$ cat src/rtl/vrfs_pkg.sv
// ----------------------------------------------------------------------------
// Virtual runtime fair scheduler package
// Shared types, codes and helper functions for the scheduler block.
// ----------------------------------------------------------------------------
package vrfs_pkg;

    // Default size of the task table.
    localparam int NUM_TASKS_DEF = 64;

    // Field widths fixed by the interface.
    localparam int OPCODE_W = 3;
    localparam int TID_W    = 6;
    localparam int TIME_W   = 64;
    localparam int SEQ_W    = 32;
    localparam int STATUS_W = 2;
    localparam int COUNT_W  = 7;
    localparam int NS_W     = 30;
    localparam int PERIOD_W = NS_W + COUNT_W;
    localparam int CFG_IDX_W  = 2;
    localparam int CFG_DATA_W = 32;

    // Opcodes carried by an input transaction.
    localparam logic [OPCODE_W-1:0] OP_ENQ    = 3'd0;
    localparam logic [OPCODE_W-1:0] OP_DEQ    = 3'd1;
    localparam logic [OPCODE_W-1:0] OP_PICK   = 3'd2;
    localparam logic [OPCODE_W-1:0] OP_CHARGE = 3'd3;
    localparam logic [OPCODE_W-1:0] OP_PLACE  = 3'd4;
    localparam logic [OPCODE_W-1:0] OP_SLICE  = 3'd5;

    // Command kinds after classification by the front end.
    localparam logic [2:0] K_ENQ    = 3'd0;
    localparam logic [2:0] K_DEQ    = 3'd1;
    localparam logic [2:0] K_PICK   = 3'd2;
    localparam logic [2:0] K_CHARGE = 3'd3;
    localparam logic [2:0] K_PLACE  = 3'd4;
    localparam logic [2:0] K_SLICE  = 3'd5;
    localparam logic [2:0] K_NOP    = 3'd6;

    // Result status codes.
    localparam logic [STATUS_W-1:0] ST_DONE   = 2'd0;
    localparam logic [STATUS_W-1:0] ST_NOEFF  = 2'd1;
    localparam logic [STATUS_W-1:0] ST_EMPTY  = 2'd2;

    // Configuration register indexes.
    localparam logic [CFG_IDX_W-1:0] CFG_LATENCY = 2'd0;
    localparam logic [CFG_IDX_W-1:0] CFG_MIN_GRAN = 2'd1;
    localparam logic [CFG_IDX_W-1:0] CFG_TASK_LIMIT = 2'd2;

    // Configuration reset values.
    localparam logic [NS_W-1:0]    LATENCY_RST    = 30'd24000000;
    localparam logic [NS_W-1:0]    MIN_GRAN_RST   = 30'd3000000;
    localparam logic [COUNT_W-1:0] TASK_LIMIT_RST = 7'd8;

    typedef struct packed {
        logic [NS_W-1:0]    latency_ns;
        logic [NS_W-1:0]    min_granularity_ns;
        logic [COUNT_W-1:0] latency_task_limit;
    } t_cfg;

    typedef struct packed {
        logic [2:0]        kind;
        logic [TID_W-1:0]  tid;
        logic [TIME_W-1:0] now_ns;
        logic              initial_placement;
        logic              current_runnable;
    } t_cmd;

    typedef struct packed {
        logic [STATUS_W-1:0] status;
        logic                picked_valid;
        logic [TID_W-1:0]    picked_task;
        logic [TIME_W-1:0]   task_vruntime;
        logic [TIME_W-1:0]   floor_vruntime;
        logic [COUNT_W-1:0]  queued_count;
        logic [NS_W-1:0]     slice_ns;
    } t_result;

    // Wrap-safe ordering of vruntimes: a lies before b.
    function automatic logic vr_before(input logic [TIME_W-1:0] a, input logic [TIME_W-1:0] b);
        logic [TIME_W-1:0] diff;
        diff = a - b;
        return diff[TIME_W-1];
    endfunction

    // Wrap-safe ordering of insertion stamps.
    function automatic logic seq_before(input logic [SEQ_W-1:0] a, input logic [SEQ_W-1:0] b);
        logic [SEQ_W-1:0] diff;
        diff = a - b;
        return diff[SEQ_W-1];
    endfunction

endpackage

$ cat src/rtl/vrfs_front.sv
// ----------------------------------------------------------------------------
// Scheduler front end
// Accepts input transactions, classifies them and holds them in a short queue.
// ----------------------------------------------------------------------------
module vrfs_front import vrfs_pkg::*; #(
    parameter int NUM_TASKS = NUM_TASKS_DEF
) (
    input  logic                i_clk,
    input  logic                i_rst_n,
    input  logic                i_valid,
    output logic                o_stall,
    input  logic [OPCODE_W-1:0] i_opcode,
    input  logic [TID_W-1:0]    i_task_id,
    input  logic [TIME_W-1:0]   i_now_ns,
    input  logic                i_initial_placement,
    input  logic                i_current_runnable,
    output t_cmd                o_head,
    output logic                o_head_valid,
    input  logic                i_pop
);

    localparam int DEPTH = 2;

    t_cmd        r_q [DEPTH];
    logic        r_wptr;
    logic        r_rptr;
    logic [1:0]  r_cnt;
    logic [1:0]  n_cnt;
    t_cmd        cmd;
    logic        in_range;
    logic        push;

    // Classify the opcode; slot operations out of range do nothing.
    always_comb begin
        in_range = (32'(i_task_id) < 32'(NUM_TASKS));
        cmd.tid = i_task_id;
        cmd.now_ns = i_now_ns;
        cmd.initial_placement = i_initial_placement;
        cmd.current_runnable = i_current_runnable;
        unique case (i_opcode)
            OP_ENQ:    cmd.kind = in_range ? K_ENQ : K_NOP;
            OP_DEQ:    cmd.kind = in_range ? K_DEQ : K_NOP;
            OP_PLACE:  cmd.kind = in_range ? K_PLACE : K_NOP;
            OP_PICK:   cmd.kind = K_PICK;
            OP_CHARGE: cmd.kind = K_CHARGE;
            OP_SLICE:  cmd.kind = K_SLICE;
            default:   cmd.kind = K_NOP;
        endcase
    end

    assign o_stall = (r_cnt == 2'(DEPTH));
    assign push = i_valid && !o_stall;
    assign o_head = r_q[r_rptr];
    assign o_head_valid = (r_cnt != 2'd0);

    always_comb begin
        n_cnt = r_cnt;
        if (push && !i_pop) begin
            n_cnt = r_cnt + 2'd1;
        end else if (!push && i_pop) begin
            n_cnt = r_cnt - 2'd1;
        end
    end

    // Queue pointers and fill count.
    always_ff @(posedge i_clk) begin
        if (!i_rst_n) begin
            r_wptr <= 1'b0;
            r_rptr <= 1'b0;
            r_cnt <= 2'd0;
        end else begin
            r_cnt <= n_cnt;
            if (push) begin
                r_wptr <= ~r_wptr;
            end
            if (i_pop) begin
                r_rptr <= ~r_rptr;
            end
        end
    end

    // Queue storage.
    always_ff @(posedge i_clk) begin
        if (push) begin
            r_q[r_wptr] <= cmd;
        end
    end

endmodule

$ cat config.mk
export PLATFORM = sky130hd
export DESIGN_NAME = vrfs_front
export DESIGN_NICKNAME = d
export VERILOG_FILES = /design/src/rtl/vrfs_pkg.sv /design/src/rtl/vrfs_front.sv
export SDC_FILE = /design/constraint.sdc
export NUM_CORES = 1
export LEC_CHECK = 0
export ABC_CLOCK_PERIOD_IN_PS = 5200
export BUFFER_PORTS_ARGS = -buffer_cell sky130_fd_sc_hd__buf_2
export CORE_MARGIN = 2
export CORE_UTILIZATION = 45
export CTS_CLUSTER_DIAMETER = 200
export DETAILED_ROUTE_END_ITERATION = 10
export PLACE_DENSITY = 0.7
export SLEW_MARGIN = 5
export SYNTH_ARGS = -nofsm -noshare
export SYNTH_HDL_FRONTEND = slang
export SYNTH_SLANG_ARGS = --single-unit
$ cat constraint.sdc
create_clock -name i_clk -period 5.2 [get_ports i_clk]
set_input_delay 0.26 -clock i_clk [delete_from_list [all_inputs] [get_ports i_clk]]
set_output_delay 0.26 -clock i_clk [all_outputs]
set_load 0.1 [all_outputs]
Word level (Yosys, flattened, before mapping). Memories as Yosys holds them, arrays and structs flattened. A register that Yosys moved wholly into a read port is not among the register bits. Cells that the tools add are included.

Add/sub/neg operators: 2. $mul: 0. Div/mod/pow operators: 0. $lt $le $gt $ge: 0. Equality and inequality tests: 6. Shift operators: 0. Multiplexer cells: 7. Bitwise operators: 2. Reduce and logical (&&, ||, !) cells: 9.

Operators with widths (number): one-hot mux 3 bit (6 select lines) (1); == test 3 x 2 -> 1 bit (second input constant) (2); == test 3 bit (second input constant) (2); two-way mux 1 bit (4); two-way mux 2 bit (2); nonzero test 2 bit (2); == test 3 x 1 -> 1 bit (second input constant) (1); logical AND 1 bit (3); logical NOT 1 bit (3); logical NOT 3 bit (1); adder 2 x 1 -> 2 bit (second input constant) (1); == test 2 bit (second input constant) (1); inverter 1 bit (2); subtractor 2 x 1 -> 2 bit (second input constant) (1).

Register bits after elaboration: 4. Latch bits: 0. Memory bits (writable): 150. ROM bits: 0. Input port bits: 79. Output and inout port bits: 77. Memories: 1.

Memory list: r_q (depth 2, bits a word 75, rd ports 1, clocked after memory_dff 1, wr ports 1, line vrfs_front.sv:24) `t_cmd r_q [DEPTH];`.

Depth between registers and ports, before layout.
Word-level depth: 7. Gate-level depth with buffers: 7.

Worst setup path before layout. OpenSTA, ideal clock, no wires.

Path type: register -> register. From: register r_cnt[0]. To: memory r_q[0][0] in the netlist's numbering, enable pin. Setup time: 496 ps. Arrival time: 3690 ps. Path slack: 1014 ps. Stages on the path, launching flop included: 4. Buffers on the path: 0. Clock period less this slack: 4186 ps. Path through: dfxtp_1 nand2b_1 inv_2 nor3_2.

Cells in the longest elaborated chain, start to end: 5.

RTL lines: from (decl) (line vrfs_front.sv:27) `logic [1:0] r_cnt;`; from (signal assigned) (line vrfs_front.sv:72) `r_cnt <= n_cnt;`; == test 2 bit (line vrfs_front.sv:51) `assign o_stall = (r_cnt == 2'(DEPTH));`; via o_stall (line vrfs_front.sv:11) `output logic o_stall,`; logical NOT 1 bit (line vrfs_front.sv:52) `assign push = i_valid && !o_stall;`; logical AND 1 bit (line vrfs_front.sv:52); two-way mux 1 bit (line vrfs_front.sv:84) `if (push) begin`; two-way mux 1 bit (implied by the code) (line vrfs_front.sv:85) `r_q[r_wptr] <= cmd;`; to (decl) (line vrfs_front.sv:24).

The timed path passes the listed nets, and every way through them passes these cells.

==> impl_metrics.py <==
metrics = {
    "outcome": {
        "outcome": "finished, final reports clean",
    },
    "sta": {
        "rsz0062_at_grt": "false",
        "hold_viol_final": 0,
        "relSlewSlack": 0.289,
        "max_slew.worst_pin.slew_ns": 1.07,
        "report.final.slew_viol_count": 0,
        "finalSetupViolations": 0,
        "fin_setup_tns_ns": 0,
        "fin_skew_ns": 0.00471,
        "fmax_mhz": 402,
        "fin_crit_sh": 0.479,
        "fin_ws_ns": 2.71,
        "post-route-min-period_ns": 2.49,
    },
    "worst_setup_path": {
        "worst_setup_path_start_kind": "flip-flop",
        "cp.arrival_ns": 2.23,
        "crit_type": "reg -> out",
        "worstPathCellList": "mux2_2 -> buf_2",
        "r2r_slack_ns": 3.26,
        "crit_fanout": 75,
        "slowest_delay_ns": 0.99,
        "path_buf_inv": 1,
        "crit_family": "flip-flops",
        "cp.required_ns": 4.94,
        "critPathSlowestCell": "dfxtp_4",
        "end_kind": "output pin",
    },
    "cts": {
        "clock_insertion_delay_worst_skew_ns": 0.41,
        "ctsRootBufferMaster": "clkbuf_16",
        "cts_tree": "yes",
        "cts_post_setup_buffers_inserted": 0,
        "clk_pin_slew_ns": 0.06,
        "clk_path_buf_depth": 2,
        "h-tree-depth": 4,
        "cts_resized": 0,
        "postCtsHoldBufs": 0,
        "cts.sinks": 155,
        "cts_buffers": 17,
    },
    "synthesis": {
        "synth_ff_type": "edfxtp_1",
        "synth_seq_cells": 155,
        "synth_nets": 341,
        "netlist_area_um2": 5680,
        "synth.area.top_cells": "edfxtp_1, mux2_2, dfxtp_1",
        "synth-seq-area-share": 0.811,
        "synth_common_cells": "edfxtp_1, mux2_2, buf_6, dfxtp_1, and2_1",
        "yosys.area.top_type": "edfxtp_1",
        "ys_types": 22,
        "yosys_warnings": 0,
        "synth_top_cell_area_share": 0.793,
        "synth_async_sr_flop_share": 0,
        "synth-edff-count": 150,
        "postSynthAreaPerCell_um2": 21.7,
        "synth_cells": 261,
        "synth.most_common_cell": "edfxtp_1",
    },
    "power_and_ir_drop": {
        "p_per_area_nw_per_um2": 517,
        "comb_power_share": 0.269,
        "swShare": 0.355,
        "p_seq_frac": 0.422,
        "p_sw_mw": 1.32,
        "pwr-share-clk": 0.309,
        "vdd_ir_drop_max_uv": 315,
        "p_int_mw": 2.39,
        "leakagePower_nw": 2.69,
    },
    "min_path": {
        "hold_class": "in -> reg",
    },
    "route": {
        "dr.pass1.iters": 4,
        "drt-total-wl_mm": 9.47,
        "wire_per_inst_um": 15.5,
        "postRouteAntennaNets": 0,
        "viasPerCell": 4.69,
        "remaining_drc_errors": 0,
        "first_iter_violations": 150,
        "num_vias": 2872,
    },
    "global_routing": {
        "grt_pass1_vias": 2945,
        "grt_antenna_before_repair": 0,
        "grt_usage": 0.143,
        "grt_max_degree": 76,
        "grt-ovfl-total": 0,
        "grt_pass1_wl_mm": 14.1,
    },
    "floorplan": {
        "start_util": 0.455,
        "fp.dieW_um": 116,
        "io_pins": 156,
        "coreArea_um2": 12500,
        "die_y_um": 116,
        "core.rowCount": 41,
        "dieArea_um2": 13500,
    },
    "placed_design": {
        "io_buffers": 155,
        "dp_hpwl_mm": 6.04,
        "gp_congestion": 0.708,
        "dp_slack_ns": 3.10,
    },
    "finish": {
        "areaGrowthSynthToFinish_pct": 26.3,
        "layout-drive-gt1-share": 0.607,
        "n_antenna_cell": 0,
        "nets": 507,
        "nFillCells": 972,
    },
    "job": {
        "maxCapViolCount": 0,
    },
}
## sequential cells by signal, summed over array words and instances (netlist names), named ones only
register	flops
r_cnt	2
r_q	150
r_rptr	1
r_wptr	1
## cell type report
class / count / area [µm²] / area share
Timing Repair Buffer: 157 / 791 / 0.110
Sequential cell: 155 / 4610 / 0.643
Inverter: 3 / 11.3 / 0.00157
Tap cell: 172 / 215 / 0.0300
Clock buffer: 18 / 429 / 0.0598
Clock inverter: 14 / 130 / 0.0181
Multi-Input combinational cell: 93 / 987 / 0.138
## worst reg2reg max path: cells and delay by family (launching register included)
family | cells | cell delay [ns]
flops | 1 | 0.39
simple gates | 2 | 1.07
## cells by family after synthesis
kind of cell             count (synthesis)  share of synthesized area
multiplexers                            75                      0.149
adder cells (fa/ha/maj)                  1                    0.00220
AND/OR/NAND/NOR                          9                     0.0101
AO/OA/AOI/OAI                            5                    0.00617
buffers and inverters                   13                     0.0170
XOR/XNOR                                 3                    0.00463
flip-flops                             155                      0.811
## routing by layer
layer	GRT usage	part of all wire	up-vias
met5	0	0	-
met4	0.0738	0.015	0
met3	0.0545	0.071	10
met2	0.234	0.51	98
met1	0.165	0.40	1408
li1	-	-	1356
## stage by stage
stage          std cells   util  power, mW  cell area, µm²  hold WS (ns)
6_report             612  0.575       3.71            7170        0.0348
5_1_grt              612  0.575       3.84            7170        0.0139
4_1_cts              612  0.575       3.75            7170        0.0112
3_5_place_dp         580  0.530       2.60            6610         0.451
3_3_place_gp         580  0.530       2.59            6610         0.449
2_1_floorplan        261      -       2.45            5680         0.359
## layout by cell type, fill, tap and decap left out, drive strengths merged
cell type / instances
nand2b: 1
edfxtp: 150
clkinvlp: 3
xor2: 2
o21ai: 1
or2: 1
ha: 1
nor3: 1
clkinv: 9
xnor2: 1
a21boi: 3
nor2: 1
o21a: 1
or3: 1
and3: 1
buf: 157
mux2: 75
bufinv: 2
dfxtp: 5
clkbuf: 18
inv: 3
and2: 3
## final timing paths
| path | from | to | cells after the start |
|---|---|---|---|
| max | flip-flop | o_head[39] | 2 |
| min | i_now_ns[51] | r_q[1][53] | 1 |
| max reg2reg | r_cnt[0] | r_q[1][64] | 2 |
| min reg2reg | r_cnt[1] | r_cnt[1] | 2 |
## power groups by stage
stage | combinational, mW | clock, mW | sequential [mW]
2_1_floorplan | 0.884 | 0 | 1.57
3_3_place_gp | 1.00 | 0 | 1.59
3_5_place_dp | 1.01 | 0 | 1.60
4_1_cts | 1.01 | 1.17 | 1.57
5_1_grt | 1.03 | 1.22 | 1.58
6_report | 0.999 | 1.15 | 1.57
Power figures use the tool's default switching activity.
